--- config.mk ---
export PLATFORM = sky130hd
export DESIGN_NAME = load_and_alu_execute_top
export DESIGN_NICKNAME = d
export VERILOG_FILES = /design/src/hw/rtl/lae_pkg.sv /design/src/hw/rtl/load_and_alu_execute_top.sv /design/src/hw/rtl/lae_alu.sv /design/src/hw/rtl/lae_decode.sv /design/src/hw/rtl/lae_regs.sv
export VERILOG_INCLUDE_DIRS = /design/src /design/src/hw/rtl
export SDC_FILE = /design/constraint.sdc
export NUM_CORES = 1
export LEC_CHECK = 0
export ABC_CLOCK_PERIOD_IN_PS = 9300
export BUFFER_PORTS_ARGS = -buffer_cell sky130_fd_sc_hd__buf_2
export CAP_MARGIN = 20
export CORE_MARGIN = 2
export CORE_UTILIZATION = 30
export DETAILED_ROUTE_END_ITERATION = 10
export PLACE_DENSITY = 0.52
export SYNTH_ARGS = -nofsm -noshare
export SYNTH_HDL_FRONTEND = slang
export SYNTH_SLANG_ARGS = --single-unit
export TNS_END_PERCENT = 50
--- constraint.sdc ---
create_clock -name clk_i -period 9.3 [get_ports clk_i]
set_input_delay 0.93 -clock clk_i [delete_from_list [all_inputs] [get_ports clk_i]]
set_output_delay 0.93 -clock clk_i [all_outputs]
set_load 0.01 [all_outputs]
--- src/hw/rtl/load_and_alu_execute_top_assert.svh ---
// Assertion macros for the load and ALU execute block.
// Included by the top level; expects clk_i and rst_ni in scope.
`ifndef LOAD_AND_ALU_EXECUTE_TOP_ASSERT_SVH
`define LOAD_AND_ALU_EXECUTE_TOP_ASSERT_SVH

// The consequent must hold in the same cycle as the antecedent.
`define LAE_ASSERT_SAME(lbl, ante, cons, msg) \
  lbl: assert property (@(posedge clk_i) disable iff (!rst_ni) (ante) |-> (cons)) \
    else $error(msg);

// The consequent must hold in the cycle after the antecedent.
`define LAE_ASSERT_NEXT(lbl, ante, cons, msg) \
  lbl: assert property (@(posedge clk_i) disable iff (!rst_ni) (ante) |=> (cons)) \
    else $error(msg);

`endif

--- src/hw/rtl/lae_pkg.sv ---
// Package for the load and ALU execute block: payload structs, register
// file types, opcode fields and flag positions. No dependencies.
package lae_pkg;

  typedef struct packed {
    logic [7:0] opcode;
    logic [7:0] hl_byte;
  } in_item_t;

  typedef struct packed {
    logic        mem_write;
    logic [15:0] mem_addr;
    logic [7:0]  mem_data;
    logic        hl_used;
    logic [7:0]  accumulator;
    logic [7:0]  flags;
    logic [15:0] next_pc;
  } out_item_t;

  // Eight byte registers B,C,D,E,H,L,A,F at slots 0..7.
  typedef logic [7:0][7:0] rf_t;

  // Register file update produced by one instruction.
  typedef struct packed {
    logic       dst_we;
    logic [2:0] dst_slot;
    logic [7:0] dst_data;
    logic       f_we;
    logic [7:0] f_data;
  } rf_wr_t;

  typedef enum logic [2:0] {
    AluAdd = 3'd0,
    AluAdc = 3'd1,
    AluSub = 3'd2,
    AluSbc = 3'd3,
    AluAnd = 3'd4,
    AluXor = 3'd5,
    AluOr  = 3'd6,
    AluCp  = 3'd7
  } alu_op_e;

  localparam logic [7:0] OpHalt  = 8'h76;
  localparam logic [1:0] GrpLoad = 2'b01;
  localparam logic [1:0] GrpAlu  = 2'b10;

  localparam logic [2:0] IdxMem = 3'd6;
  localparam logic [2:0] IdxA   = 3'd7;

  localparam logic [2:0] SlotH = 3'd4;
  localparam logic [2:0] SlotL = 3'd5;
  localparam logic [2:0] SlotA = 3'd6;
  localparam logic [2:0] SlotF = 3'd7;

  localparam int unsigned FlagZ = 7;
  localparam int unsigned FlagN = 6;
  localparam int unsigned FlagH = 5;
  localparam int unsigned FlagC = 4;

  // Operand index 7 names A, which lives in slot 6; 0..5 map directly.
  function automatic logic [2:0] slot_of(input logic [2:0] idx);
    logic [2:0] slot;
    slot = (idx == IdxA) ? SlotA : idx;
    return slot;
  endfunction

endpackage

--- src/hw/rtl/load_and_alu_execute_top.sv ---
// Top level of the load and ALU execute block: input register, execute
// logic, architectural state and result register. Depends on lae_pkg.
//
//   Channel | Valid       | Stall       | Payload
//   --------+-------------+-------------+--------------------------
//   input   | in_valid_i  | in_stall_o  | in_data_i  (in_item_t)
//   output  | out_valid_o | out_stall_i | out_data_o (out_item_t)
//
// One instruction per cycle unless the output stalls; each passes the input register, then the result register.
// The execute step is bounded by the single 8-bit ALU and the register file write.
// Reset clears all eight registers, the program counter and both valid flags.
// An output stall holds the result; one further instruction waits in the input stage.
module load_and_alu_execute_top import lae_pkg::*; (
  input  logic      clk_i,
  input  logic      rst_ni,
  input  logic      in_valid_i,
  output logic      in_stall_o,
  input  in_item_t  in_data_i,
  output logic      out_valid_o,
  input  logic      out_stall_i,
  output out_item_t out_data_o
);

  in_item_t    in_q;
  logic        in_valid_q, in_valid_d;
  out_item_t   out_q;
  logic        out_valid_q, out_valid_d;
  logic        advance;
  logic        in_accept;
  rf_t         rf;
  logic [15:0] pc;
  rf_wr_t      wr;
  out_item_t   result;

  assign advance    = in_valid_q && (!out_valid_q || !out_stall_i);
  assign in_stall_o = in_valid_q && !advance;
  assign in_accept  = in_valid_i && !in_stall_o;

  lae_decode u_decode (
    .item_i   (in_q),
    .rf_i     (rf),
    .pc_i     (pc),
    .wr_o     (wr),
    .result_o (result)
  );

  lae_regs u_regs (
    .clk_i  (clk_i),
    .rst_ni (rst_ni),
    .en_i   (advance),
    .wr_i   (wr),
    .rf_o   (rf),
    .pc_o   (pc)
  );

  always_comb begin
    in_valid_d = in_valid_q;
    if (in_accept) begin
      in_valid_d = 1'b1;
    end else if (advance) begin
      in_valid_d = 1'b0;
    end
    out_valid_d = out_valid_q;
    if (advance) begin
      out_valid_d = 1'b1;
    end else if (!out_stall_i) begin
      out_valid_d = 1'b0;
    end
  end

  always_ff @(posedge clk_i or negedge rst_ni) begin
    if (!rst_ni) begin
      in_valid_q  <= 1'b0;
      out_valid_q <= 1'b0;
    end else begin
      in_valid_q  <= in_valid_d;
      out_valid_q <= out_valid_d;
    end
  end

  always_ff @(posedge clk_i) begin
    if (in_accept) begin
      in_q <= in_data_i;
    end
    if (advance) begin
      out_q <= result;
    end
  end

  assign out_valid_o = out_valid_q;
  assign out_data_o  = out_q;

`include "load_and_alu_execute_top_assert.svh"

  // An opcode cannot both read and write the byte at HL.
  `LAE_ASSERT_SAME(a_no_mem_rw, out_valid_q, !(out_q.mem_write && out_q.hl_used), "HL read and write")
  // The flag register never holds anything in its low nibble.
  `LAE_ASSERT_SAME(a_flags_low, out_valid_q, out_q.flags[3:0] == 4'd0, "flag low bits set")
  // Every executed instruction presents a result carrying the incremented PC.
  `LAE_ASSERT_NEXT(a_pc_step, advance, out_valid_q && out_q.next_pc == $past(pc) + 16'd1, "PC step")
  // A stalled input stage must not lose its instruction.
  `LAE_ASSERT_NEXT(a_in_hold, in_valid_q && !advance, in_valid_q && $stable(in_q), "input stage lost")

endmodule

--- src/hw/rtl/lae_alu.sv ---
// Eight-bit ALU for ADD, ADC, SUB, SBC, AND, XOR, OR and CP with Z/N/H/C.
// Depends on lae_pkg.
module lae_alu import lae_pkg::*; (
  input  alu_op_e    op_i,
  input  logic [7:0] a_i,
  input  logic [7:0] b_i,
  input  logic       cin_i,
  output logic [7:0] res_o,
  output logic [7:0] flags_o
);

  logic       c_use;
  logic [8:0] sum9;
  logic [4:0] half5;
  logic [8:0] sub_rhs;
  logic [4:0] sub_rhs_lo;
  logic       f_n, f_h, f_c;

  always_comb begin
    c_use      = ((op_i == AluAdc) || (op_i == AluSbc)) ? cin_i : 1'b0;
    sum9       = {1'b0, a_i} + {1'b0, b_i} + {8'd0, c_use};
    half5      = {1'b0, a_i[3:0]} + {1'b0, b_i[3:0]} + {4'd0, c_use};
    sub_rhs    = {1'b0, b_i} + {8'd0, c_use};
    sub_rhs_lo = {1'b0, b_i[3:0]} + {4'd0, c_use};
    res_o      = 8'd0;
    f_n        = 1'b0;
    f_h        = 1'b0;
    f_c        = 1'b0;
    unique case (op_i) inside
      AluAdd, AluAdc: begin
        res_o = sum9[7:0];
        f_h   = half5[4];
        f_c   = sum9[8];
      end
      AluSub, AluSbc, AluCp: begin
        res_o = a_i - b_i - {7'd0, c_use};
        f_n   = 1'b1;
        f_h   = {1'b0, a_i[3:0]} < sub_rhs_lo;
        f_c   = {1'b0, a_i} < sub_rhs;
      end
      AluAnd: begin
        res_o = a_i & b_i;
        f_h   = 1'b1;
      end
      AluXor: res_o = a_i ^ b_i;
      AluOr:  res_o = a_i | b_i;
      default: res_o = 8'd0;
    endcase
    flags_o        = 8'd0;
    flags_o[FlagZ] = (res_o == 8'd0);
    flags_o[FlagN] = f_n;
    flags_o[FlagH] = f_h;
    flags_o[FlagC] = f_c;
  end

endmodule

--- src/hw/rtl/lae_decode.sv ---
// Instruction decode and execute: operand selection, load and ALU groups,
// register file update and result fields. Depends on lae_pkg and lae_alu.
module lae_decode import lae_pkg::*; (
  input  in_item_t    item_i,
  input  rf_t         rf_i,
  input  logic [15:0] pc_i,
  output rf_wr_t      wr_o,
  output out_item_t   result_o
);

  logic [1:0]  grp;
  logic [2:0]  src;
  logic [2:0]  dst;
  logic        is_load;
  logic        is_alu;
  logic        src_mem;
  logic [7:0]  val;
  logic [15:0] hl;
  logic [7:0]  alu_res;
  logic [7:0]  alu_flags;
  logic        mem_wr;
  alu_op_e     alu_op;

  assign grp     = item_i.opcode[7:6];
  assign src     = item_i.opcode[2:0];
  assign dst     = item_i.opcode[5:3];
  assign alu_op  = alu_op_e'(dst);
  assign is_load = (grp == GrpLoad) && (item_i.opcode != OpHalt);
  assign is_alu  = (grp == GrpAlu);
  assign src_mem = (src == IdxMem);
  assign hl      = {rf_i[SlotH], rf_i[SlotL]};
  assign val     = src_mem ? item_i.hl_byte : rf_i[slot_of(src)];
  assign mem_wr  = is_load && (dst == IdxMem);

  lae_alu u_alu (
    .op_i    (alu_op),
    .a_i     (rf_i[SlotA]),
    .b_i     (val),
    .cin_i   (rf_i[SlotF][FlagC]),
    .res_o   (alu_res),
    .flags_o (alu_flags)
  );

  always_comb begin
    wr_o = '0;
    if (is_load && !mem_wr) begin
      wr_o.dst_we   = 1'b1;
      wr_o.dst_slot = slot_of(dst);
      wr_o.dst_data = val;
    end else if (is_alu) begin
      // Compare only sets the flags; A is kept.
      wr_o.dst_we   = (alu_op != AluCp);
      wr_o.dst_slot = SlotA;
      wr_o.dst_data = alu_res;
      wr_o.f_we     = 1'b1;
      wr_o.f_data   = alu_flags;
    end
  end

  always_comb begin
    result_o           = '0;
    result_o.mem_write = mem_wr;
    result_o.hl_used   = (is_load || is_alu) && src_mem;
    result_o.mem_addr  = (mem_wr || result_o.hl_used) ? hl : 16'd0;
    result_o.mem_data  = mem_wr ? val : 8'd0;
    result_o.accumulator =
      (wr_o.dst_we && (wr_o.dst_slot == SlotA)) ? wr_o.dst_data : rf_i[SlotA];
    result_o.flags = (wr_o.f_we ? wr_o.f_data : rf_i[SlotF]) & 8'hF0;
    result_o.next_pc = pc_i + 16'd1;
  end

endmodule

--- src/hw/rtl/lae_regs.sv ---
// Architectural state: the eight byte registers and the program counter.
// Depends on lae_pkg.
module lae_regs import lae_pkg::*; (
  input  logic        clk_i,
  input  logic        rst_ni,
  input  logic        en_i,
  input  rf_wr_t      wr_i,
  output rf_t         rf_o,
  output logic [15:0] pc_o
);

  rf_t         rf_q, rf_d;
  logic [15:0] pc_q, pc_d;

  always_comb begin
    rf_d = rf_q;
    pc_d = pc_q;
    if (en_i) begin
      pc_d = pc_q + 16'd1;
      if (wr_i.f_we) begin
        rf_d[SlotF] = wr_i.f_data;
      end
      if (wr_i.dst_we) begin
        rf_d[wr_i.dst_slot] = wr_i.dst_data;
      end
    end
  end

  always_ff @(posedge clk_i or negedge rst_ni) begin
    if (!rst_ni) begin
      rf_q <= '0;
      pc_q <= '0;
    end else begin
      rf_q <= rf_d;
      pc_q <= pc_d;
    end
  end

  assign rf_o = rf_q;
  assign pc_o = pc_q;

endmodule

# After elaboration in Yosys (flattened, before gate mapping)
# Cells that the tools add are included.
# totals
output_inout_bits,60
input_bits,20
elab_cells,100
register_bits,152
# op_classes
bitwise_logic,3
order_cmp,5
n_mux,24
eq_ne,15
add_sub_neg,9
reduce_logical,24
# op_table
cell,n
$bwmux W64,1
$mux W64,1
$mux W8,6
$pmux W8 S5,1
$bmux W8 S3,1
$demux W8 S3,1
$eq A3 B3 Y1 const B,7
$mux W21,1
$add A16 B1 Y16 const B,1
$mux W12,1
$add A8 B1 Y9,1
$add A8 B8 Y9,1
$add A9 B1 Y9,1
$logic_and A1 B1 Y1,9
$lt A8 B9 Y1,1
$mux W9,1
$and A8 B8 Y8,1
$logic_not A8 Y1,1
$lt A3 B4 Y1 const B,2
$ne A8 B7 Y1 const B,1
$or A8 B8 Y8,1
$sub A8 B1 Y8,1
$sub A8 B8 Y8,1
$xor A8 B8 Y8,1
22 further kinds,36

# Logic depth before layout (Yosys ltp)
# Gate-level depths: netlist (run 1).
# depth
depth_word,17
ltp_mapped,17
depth_no_buf,15

# Hierarchy
# A second synthesis (run 1) with hierarchy kept.
# hier_totals
hier_cells,747
hier_area_um2,8705.8
# modules_own_cells
module,area_each_um2,instances,cells_per_inst
lae_regs,3234.4,1,219
load_and_alu_execute_top,2314.7,1,82
lae_alu,1677.9,1,232
lae_decode,1478.9,1,214

# Worst setup path after synthesis (run 1)
# OpenSTA, ideal clock, no wires.
# synth_timing
kind,register to register
from,reg in_q[10] (netlist bit)
to,"reg out_q, in the netlist out_data_o[29] (data pin)"
arrival_ps,3472
n_path_buf,1
t_required_ps,9030
synth_period_minus_slack_ps,3742
setup_time_ps,270
path_stages_with_launch,14
slack_ps,5558
cell_sequence,edfxtp_1 buf_2 mux4_2 o221ai_1 inv_2 fa_1 inv_1 ha_1 o2111a_1 a211oi_2 xnor2_1 a211oi_2 a2bb2oi_2 a21oi_1
# synth_rtl
item,line,text
"start, declared",load_and_alu_execute_top.sv:24,in_item_t in_q;
"start signal, assigned",load_and_alu_execute_top.sv:83,in_q <= in_data_i;
"end signal, assigned",load_and_alu_execute_top.sv:86,out_q <= result;
"end, declared",load_and_alu_execute_top.sv:26,out_item_t out_q;

==> qor.txt, run 1 <==
Post-synth EDFFs -> 70
Worst Path Required -> 9560 ps
FF+latch count, synth -> 148
FF-to-FF End -> out_data_o[23]$_DFFE_PP_
port bufs -> 75
CP peak stage delay -> 680 ps
Fmax -> 223 MHz
DR pass1 iterations -> 6
Initial Util -> 0.306
critical-path cell list -> mux4_2 -> o221ai_1 -> inv_2 -> fa_1 -> inv_1 -> ha_1 -> and2_1 -> o21ai_0 -> a22oi_1 -> xnor2_1 -> a211oi_1 -> nand3_1 -> o21ai_0
Rows -> 59
drt wl/cell -> 18.0 um
Post-CTS Hold Fix Bufs -> 0
Yosys top cell by area -> edfxtp_1
Synthesis Warnings -> 0
# resized after CTS -> 0
most instantiated library cell after synthesis -> nand2_1
share of the synthesized area in the top cell type -> 0.263
Die X -> 167 um
critical path's slowest cell -> edfxtp_1
setup TNS -> 0 ps
Post-DRT Antenna Nets -> 0
Slew @ Worst Pin -> 989 ps
setup violators final -> 0
final net count -> 869
RSZ-0062 raised after global routing -> no
Register-to-Register Setup Slack -> 4820 ps
share of flip-flops with an asynchronous set or reset -> 0.527
Core Util, Final -> 0.359
Worst Setup Start Kind -> flip-flop
Synth Instances -> 735
Synth Cell Area -> 7980 um2
Synth area leaders -> edfxtp_1, dfrtp_1, ha_1, nand2_1, xnor2_1
Post-Syn Area per Cell -> 10.9 um2
initial antenna violation count -> 0
Synth-to-Final Area Change -> 17.0%
H-tree Lvls -> 4
ys flop type -> dfrtp_1
core area -> 26,100 um2
total wire length -> 20,700 um
r2r worst-path depth -> 13
die area -> 27,900 um2
routability cong. -> 0.822
GRT Util Overall -> 0.153
vias in the first global route -> 5,696
Arr. time, crit path -> 4740 ps
share of cells above drive strength 1 -> 0.201
Final min period -> 4480 ps
outcome -> completed
clock-pin slew on the worst setup and hold paths -> 70 ps
Hold Vio Cnt, Final -> 0
CTS buffer count -> 17
Clock Path Buffers -> 2
DP HPWL -> 14,700 um
Crit Path Class -> reg -> reg
largest net degree at the start of global routing -> 79
CP max FO -> 13
Reg-to-Reg Start -> in_q[10]$_DFFE_PP_
Max Slew Vio Count -> 0
P per Cell Area -> 237 nW/um2
clk sinks -> 148
Root Driver -> clkbuf_16
vias per cell -> 4.98
Post-CTS Setup Bufs -> 0
num ports -> 80
final worst-path cycle share -> 0.482
worst skew pair latency -> 420 ps
most frequent CP cell -> o21ai_0
total gr overflow -> 0
clk_skew -> 7.50 ps
first-pass GRT wire length -> 33,000 um
via count -> 5,745
Die Y -> 167 um
DRC viols -> 0
n_diodes -> 0
peak supply drop -> 0.000115 V
crit path capture type -> flip-flop
synth unique cells -> 85
CTS tree -> yes
post-synthesis sequential area ratio -> 0.508
Commonest cells post-synth -> nand2_1, dfrtp_1, edfxtp_1
Hold Path Class -> in -> async
Lkg Pwr -> 4.03 nW
Slew headroom -> 0.341
Max-cap violations -> 0
initial drt markers -> 493
## critical path: cells and delay by family (launching register included)
kind                     cells  cell delay (ps)
AND/OR/NAND/NOR              2              440
multiplexers                 1              560
XOR/XNOR                     1              150
adder cells (fa/ha/maj)      2              700
buffers and inverters        2              230
AO/OA/AOI/OAI                5             1580
flip-flops                   1              680
## metrics by stage
stage	cells	setup WS, ps	power (mW)	area [um2]	hold WS (ps)
floorplan	738	5560	1.28	7990	443
global route	1154	4480	2.34	9340	423
CTS	1152	4870	2.23	9300	479
global placement	1120	4980	1.45	8650	458
detailed placement	1120	4890	1.46	8650	466
finish	1154	4820	2.22	9340	415
## worst max path at each step
stage / startpoint / endpoint / cells after the start / slack (ps)
2_1_floorplan: in_q[10]$_DFFE_PP_ / out_data_o[29]$_DFFE_PP_ / 13 / 5560
3_3_place_gp: in_q[8]$_DFFE_PP_ / out_data_o[23]$_DFFE_PP_ / 15 / 4980
3_5_place_dp: in_q[8]$_DFFE_PP_ / out_data_o[23]$_DFFE_PP_ / 15 / 4890
4_1_cts: in_q[8]$_DFFE_PP_ / out_data_o[23]$_DFFE_PP_ / 15 / 4870
5_1_grt: in_q[8]$_DFFE_PP_ / out_data_o[23]$_DFFE_PP_ / 15 / 4480
6_report: in_q[10]$_DFFE_PP_ / out_data_o[23]$_DFFE_PP_ / 13 / 4820
## where the power goes
| part | switching, mW | internal [mW] | leakage, nW |
|---|---|---|---|
| Clock | 0.288 | 0.482 | 0.314 |
| Sequential | 0.0842 | 0.793 | 1.73 |
| Combinational | 0.335 | 0.236 | 1.98 |
| Total | 0.708 | 1.51 | 4.03 |
## kinds of logic after synthesis
family / after synthesis / synth area share
adder cells (fa/ha/maj): 43 / 0.0712
AND/OR/NAND/NOR: 237 / 0.147
AO/OA/AOI/OAI: 162 / 0.143
flip-flops: 148 / 0.508
other: 1 / 0.000470
buffers and inverters: 72 / 0.0417
multiplexers: 31 / 0.0431
XOR/XNOR: 41 / 0.0450
## cell type report
cell class                 instances  area, um2
sequential                       148       4050
clock inverter                    14        225
inverter                          37        139
clock buffer                      18        429
multi-input combinational        518       3610
fill                            2609      16700
timing repair buffer              84        469
tap                              335        419
## layout by cell type (no fill, tap or decap), drive strengths merged, types with 18 or more instances in the layout
cell type   n
a21oi      38
and2       21
buf        84
clkbuf     18
dfrtp      78
edfxtp     70
ha         39
inv        42
nand2      84
nor2       59
o21ai      55
xnor2      25
## per-layer routing
| metal | wire (um) | track usage |
|---|---|---|
| met1 | 10300 | 0.222 |
| met2 | 9260 | 0.235 |
| met3 | 971 | 0.0288 |
| met4 | 196 | 0.0367 |
| met5 | 0 | 0 |
Power figures use the tool's default switching activity.
==> run 2, diff against run 1 <==
--- a/config.mk
+++ b/config.mk
@@ -6,7 +6,7 @@
 export SDC_FILE = /design/constraint.sdc
 export NUM_CORES = 1
 export LEC_CHECK = 0
-export ABC_CLOCK_PERIOD_IN_PS = 9300
+export ABC_CLOCK_PERIOD_IN_PS = 4300
 export BUFFER_PORTS_ARGS = -buffer_cell sky130_fd_sc_hd__buf_2
 export CAP_MARGIN = 20
 export CORE_MARGIN = 2
==> constraint.sdc (replaced) <==
create_clock -name clk_i -period 4.3 [get_ports clk_i]
set_input_delay 0.43 -clock clk_i [delete_from_list [all_inputs] [get_ports clk_i]]
set_output_delay 0.43 -clock clk_i [all_outputs]
set_load 0.01 [all_outputs]
==> run 2 against run 1 <==
Against the previous run:
- flip-flop and latch count did not move
- core utilization rose by 0.34 points
- final area rose by 0.94%
- die area did not move
- sequential share of layout area fell by 0.40 points
- largest cell class unchanged
- wire length rose by 2.3%
- power rose by 110%
- via count rose by 0.44%
- hold slack got worse by 370 ps
- combinational power rose by 130%
- fmax rose by 9.6%
==> qor.txt, run 2 (same netlist as run 1, synthesis figures left out) <==
clk_skew -> 11.7 ps (was 7.50 ps)
outcome -> completed (unchanged)
Die X -> 167 um (unchanged)
CP peak stage delay -> 550 ps (was 680 ps)
delay-heaviest family, CP -> compound AO/OA/AOI/OAI gates (unchanged)
setup TNS -> 0 ps (unchanged)
clk sinks -> 148 (unchanged)
via count -> 5,770 (was 5,745)
routability cong. -> 0.888 (was 0.822)
DR pass1 iterations -> 5 (was 6)
DP HPWL -> 15,700 um (was 14,700 um)
Crit Path Class -> reg -> reg (unchanged)
final worst-path cycle share -> 0.951 (was 0.482)
final net count -> 898 (was 869)
critical-path cell list -> mux4_2 -> o221ai_2 -> inv_2 -> fa_1 -> inv_1 -> ha_1 -> and2_1 -> o21ai_0 -> a22oi_1 -> xnor2_1 -> a211oi_1 -> nand3_1 -> o21ai_0 (was mux4_2 -> o221ai_1 -> inv_2 -> fa_1 -> inv_1 -> ha_1 -> and2_1 -> o21ai_0 -> a22oi_1 -> xnor2_1 -> a211oi_1 -> nand3_1 -> o21ai_0)
worst skew pair latency -> 420 ps (about the same)
Final min period -> 4090 ps (was 4480 ps)
H-tree Lvls -> 4 (unchanged)
Arr. time, crit path -> 4350 ps (was 4740 ps)
r2r worst-path depth -> 13 (unchanged)
CTS tree -> yes (unchanged)
share of cells above drive strength 1 -> 0.225 (was 0.201)
Reg-to-Reg Start -> in_q[10]$_DFFE_PP_ (unchanged)
worst path bufs/invs -> 2 (unchanged)
Initial Util -> 0.306 (unchanged)
initial drt markers -> 461 (was 493)
setup violators final -> 0 (unchanged)
num ports -> 80 (unchanged)
DRC viols -> 0 (unchanged)
largest net degree at the start of global routing -> 49 (was 79)
Setup WS pre-CTS -> 82.8 ps (was 4890 ps)
most frequent cells in the layout -> nand2_1, dfrtp_1, buf_2 (unchanged)
die area -> 27,900 um2 (unchanged)
Worst Setup EP -> out_data_o[23]$_DFFE_PP_ (unchanged)
FILL cells -> 2,617 (was 2,609)
Max Slew Vio Count -> 0 (unchanged)
Lkg Pwr -> 4.10 nW (was 4.03 nW)
Root Driver -> clkbuf_16 (unchanged)
critical path's slowest cell -> mux4_2 (was edfxtp_1)
Hold Path Class -> in -> async (unchanged)
peak supply drop -> 0.000237 V (was 0.000115 V)
CP max FO -> 6 (was 13)
Final WS setup -> 212 ps (was 4820 ps)
vias per cell -> 4.88 (was 4.98)
initial antenna violation count -> 0 (unchanged)
commonest non-fill, non-tap cell in the layout -> nand2_1 (unchanged)
Worst Path Required -> 4570 ps (was 9560 ps)
Fmax -> 245 MHz (was 223 MHz)
Critical Path Stages -> 13 (unchanged)
FF-to-FF End -> out_data_o[23]$_DFFE_PP_ (unchanged)
Register-to-Register Setup Slack -> 210 ps (was 4820 ps)
CTS buffer count -> 17 (unchanged)
port bufs -> 75 (unchanged)
Post-DRT Antenna Nets -> 0 (unchanged)
clock-pin slew on the worst setup and hold paths -> 60 ps (was 70 ps)
Rows -> 59 (unchanged)
Clock Path Buffers -> 2 (unchanged)
Hold Vio Cnt, Final -> 0 (unchanged)
n_diodes -> 0 (unchanged)
Slew @ Worst Pin -> 1090 ps (was 989 ps)
Slew headroom -> 0.270 (was 0.341)
RSZ-0062 raised after global routing -> no (unchanged)
GRT Util Overall -> 0.157 (was 0.153)
vias in the first global route -> 5,752 (was 5,696)
drt wl/cell -> 17.9 um (was 18.0 um)
Synth-to-Final Area Change -> 18.1% (was 17.0%)
total gr overflow -> 0 (unchanged)
multi-input logic area -> 3610 um2 (about the same)
total wire length -> 21,200 um (was 20,700 um)
first-pass GRT wire length -> 33,500 um (was 33,000 um)
Worst Setup Start Kind -> flip-flop (unchanged)
P per Cell Area -> 486 nW/um2 (was 237 nW/um2)
crit path capture type -> flip-flop (unchanged)
Die Y -> 167 um (unchanged)
register area -> 4050 um2 (unchanged)
Critical Path Source -> in_q[10]$_DFFE_PP_ (unchanged)
most frequent CP cell -> o21ai_0 (unchanged)
core area -> 26,100 um2 (unchanged)
Max-cap violations -> 0 (unchanged)
==> run 2: layer usage <==
layer / share of wire / track usage / vias to the layer above / wire length [um]
met5: 0 / 0 / - / 0
met4: 0.0089 / 0.0341 / 0 / 189
met3: 0.050 / 0.0345 / 10 / 1070
met2: 0.45 / 0.240 / 148 / 9550
met1: 0.49 / 0.227 / 2804 / 10400
li1: - / - / 2808 / -
==> run 2: worst min-delay path by stage <==
stage                     startpoint                     endpoint  slack, ps  cells after the start
after floorplan               rst_ni                    async pin        130                      0
after global routing          rst_ni  u_regs.pc_o[15]$_DFFE_PN0P_         80                      1
after global placement     flip-flop                    flip-flop        460                      2
after CTS                     rst_ni  u_regs.pc_o[15]$_DFFE_PN0P_         70                      1
after detailed placement   flip-flop                    flip-flop        470                      2
final                         rst_ni  u_regs.pc_o[15]$_DFFE_PN0P_         50                      1
==> run 2: stage by stage <==
stage	cells	utilization	power [mW]	hold slack [ps]	cell area, um2
2_1_floorplan	738	-	2.77	134	7990
3_3_place_gp	1143	0.339	3.21	459	8820
3_5_place_dp	1143	0.339	3.21	466	8820
4_1_cts	1175	0.359	4.61	66.3	9360
5_1_grt	1183	0.362	4.87	83.5	9430
6_report	1183	0.362	4.59	48.0	9430
==> run 2: cell type report <==
class,instances,share of cell area
clock inverters,12,0.0111
clock buffers,20,0.0463
inverters,37,0.0147
flip-flops and latches,148,0.430
repair buffers,113,0.0703
well taps,335,0.0444
multi-input cells,518,0.383
==> run 2: where the power goes <==
group          switching, mW  internal (mW)  leakage (nW)  total, mW
sequential             0.183           1.72          1.73       1.90
clock                  0.590          0.795         0.256       1.39
combinational          0.746          0.557          2.11       1.30
==> run 2: what timing repair did <==
action,4_1_cts,5_1_grt
hold buffers,0,0
setup buffers,0,8
setup endpoints to repair,0,20
gates resized for setup,0,1
hold endpoints to repair,0,0
==> run 3, diff against run 2 <==
--- a/config.mk
+++ b/config.mk
@@ -6,11 +6,12 @@
 export SDC_FILE = /design/constraint.sdc
 export NUM_CORES = 1
 export LEC_CHECK = 0
-export ABC_CLOCK_PERIOD_IN_PS = 4300
+export ABC_CLOCK_PERIOD_IN_PS = 5150
 export BUFFER_PORTS_ARGS = -buffer_cell sky130_fd_sc_hd__buf_2
 export CAP_MARGIN = 20
 export CORE_MARGIN = 2
 export CORE_UTILIZATION = 30
+export CTS_BUF_LIST = sky130_fd_sc_hd__clkbuf_4
 export DETAILED_ROUTE_END_ITERATION = 10
 export PLACE_DENSITY = 0.52
 export SYNTH_ARGS = -nofsm -noshare
==> constraint.sdc (replaced) <==
create_clock -name clk_i -period 5.15 [get_ports clk_i]
set_input_delay 0.515 -clock clk_i [delete_from_list [all_inputs] [get_ports clk_i]]
set_output_delay 0.515 -clock clk_i [all_outputs]
set_load 0.01 [all_outputs]
==> run 3 against run 2 <==
Against the previous run:
- die area is the same
- final area fell by 4.5%
- critical path depth rose by 1
- core utilization shrank 1.6 points
- hold slack gained 80 ps
- fmax fell by 15%
- sequential share of layout area increased by 2.0 points
- clock skew grew 14 ps
- non-clock buffer count is 24 lower
- sequential power down 17%
- setup slack better by 150 ps
- clock power decreased by 45%
- highest routed layer unchanged
==> qor.txt, run 3 (same netlist as run 1, synthesis figures left out) <==
clock-pin slew on the worst setup and hold paths -> 140 ps (was 60 ps)
Critical Path Source -> in_q[8]$_DFFE_PP_ (was in_q[10]$_DFFE_PP_)
Hold Vio Cnt, Final -> 0 (unchanged)
drt wl/cell -> 18.1 um (was 17.9 um)
CTS buffer count -> 17 (unchanged)
DRC viols -> 0 (unchanged)
final worst-path cycle share -> 0.929 (was 0.951)
worst skew pair latency -> 550 ps (was 420 ps)
Slew headroom -> 0.356 (was 0.270)
num ports -> 80 (unchanged)
Post-DRT Antenna Nets -> 0 (unchanged)
Crit Path Class -> reg -> reg (unchanged)
Arr. time, crit path -> 5170 ps (was 4350 ps)
CTS tree -> yes (unchanged)
Min-Delay Endpoint -> in_q[2]$_DFFE_PP_
P per Cell Area -> 376 nW/um2 (was 486 nW/um2)
via count -> 5,684 (was 5,770)
RSZ-0062 raised after global routing -> no (unchanged)
initial drt markers -> 457 (was 461)
FF-to-FF End -> out_data_o[23]$_DFFE_PP_ (unchanged)
Reg-to-Reg Start -> in_q[8]$_DFFE_PP_ (was in_q[10]$_DFFE_PP_)
setup violators final -> 0 (unchanged)
Register-to-Register Setup Slack -> 370 ps (was 210 ps)
Hold Crit Depth -> 1
share of cells above drive strength 1 -> 0.206 (was 0.225)
Initial Util -> 0.306 (unchanged)
most frequent cells in the layout -> nand2_1, dfrtp_1, buf_2 (unchanged)
Max Slew Vio Count -> 0 (unchanged)
total wire length -> 21,000 um (was 21,200 um)
die area -> 27,900 um2 (unchanged)
final net count -> 874 (was 898)
# resized after CTS -> 0 (unchanged)
Lkg Pwr -> 3.87 nW (was 4.10 nW)
outcome -> completed (unchanged)
hold_sp -> in_data_i[2]
commonest non-fill, non-tap cell in the layout -> nand2_1 (unchanged)
DR pass1 iterations -> 5 (unchanged)
crit path capture type -> flip-flop (unchanged)
largest net degree at the start of global routing -> 57 (was 49)
r2r worst-path depth -> 14 (was 13)
routability cong. -> 0.877 (was 0.888)
Max-cap violations -> 0 (unchanged)
Root Driver -> clkbuf_4 (was clkbuf_16)
Die X -> 167 um (unchanged)
core area -> 26,100 um2 (unchanged)
port bufs -> 75 (unchanged)
Final min period -> 4780 ps (was 4090 ps)
Clock Path Buffers -> 2 (unchanged)
Final WS setup -> 366 ps (was 212 ps)
vias per cell -> 4.90 (was 4.88)
first-pass GRT wire length -> 33,200 um (was 33,500 um)
Setup WS pre-CTS -> 517 ps (was 82.8 ps)
Worst Path Required -> 5540 ps (was 4570 ps)
initial antenna violation count -> 1 (was 0)
Synth-to-Final Area Change -> 12.8% (was 18.1%)
peak supply drop -> 0.000148 V (was 0.000237 V)
Pwr Total -> 3.39 mW (was 4.59 mW)
vias in the first global route -> 5,581 (was 5,752)
Rows -> 59 (unchanged)
clk sinks -> 148 (unchanged)
Fmax -> 209 MHz (was 245 MHz)
Post-CTS Setup Bufs -> 0 (unchanged)
clk_skew -> 26.1 ps (was 11.7 ps)
Hold Path Class -> in -> reg (was in -> async)
Slew @ Worst Pin -> 966 ps (was 1090 ps)
H-tree Lvls -> 4 (unchanged)
Die Y -> 167 um (unchanged)
Worst Setup Start Kind -> flip-flop (unchanged)
total gr overflow -> 0 (unchanged)
setup TNS -> 0 ps (unchanged)
CP max FO -> 15 (was 6)
DP HPWL -> 15,400 um (was 15,700 um)
GRT Util Overall -> 0.155 (was 0.157)
-- run 3: cell count changes in the layout (fill, tap and decap cells not counted), sizes merged --
cell,change
dlygate4sd3,+1
clkinv,-1
bufinv,+1
diode,+1
clkbuf,-1
buf,-25
inv,-1
clkinvlp,+2
-- run 3: worst max path at each step --
stage,end,slack (ps),depth (start not counted)
final,out_data_o[23]$_DFFE_PP_,370,14
after global placement,out_data_o[31]$_DFFE_PP_,650,14
after detailed placement,out_data_o[23]$_DFFE_PP_,520,14
after CTS,out_data_o[23]$_DFFE_PP_,460,14
after global routing,out_data_o[23]$_DFFE_PP_,130,14
after floorplan,out_data_o[29]$_DFFE_PP_,1410,13
-- run 3: repair_timing --
action	in CTS	in global routing
hold buffers	1	0
endpoints found under the setup margin	0	0
hold endpoints to repair	22	0
-- run 3: report_power, final --
part | leakage [nW] | total, mW | internal (mW) | switching [mW]
logic | 2.00 | 1.05 | 0.433 | 0.620
clock network | 0.143 | 0.758 | 0.305 | 0.453
registers | 1.73 | 1.58 | 1.43 | 0.147
-- run 3: per-stage QoR --
step | hold slack, ps | cells | instance area, um2 | utilization
floorplan | 219 | 738 | 7990 | -
global placement | 438 | 1126 | 8690 | 0.334
detailed placement | 443 | 1126 | 8690 | 0.334
CTS | 71.4 | 1159 | 9000 | 0.345
global route | 72.3 | 1160 | 9000 | 0.345
finish | 128 | 1160 | 9000 | 0.345
-- run 3: area by class of cell --
class / instances / area, um2
inverter: 37 / 139
fill: 2651 / 17100
clock inverter: 13 / 153
multi-input combinational: 518 / 3610
tap: 335 / 419
antenna: 1 / 2.50
clock buffer: 19 / 143
sequential: 148 / 4050
timing repair buffer: 89 / 485
-- run 3: per-layer routing --
layer,global-route usage,part of all wire,up-vias
met2,0.230,0.43,148
met4,0.0506,0.023,0
met1,0.223,0.50,2746
met3,0.0350,0.051,27
li1,-,-,2763
met5,0,0,-
-- run 3: critical path: stages, from the launching register on --
cell      delay [ps]
edfxtp_1         860
nand2_1          400
o221a_2          400
o22ai_2          210
inv_1            170
ha_1             470
inv_1            170
ha_1             390
o21a_1           140
o21ai_0           70
a22oi_1          220
xnor2_1          100
a211oi_1         540
nand3_1          270
o21ai_0          200
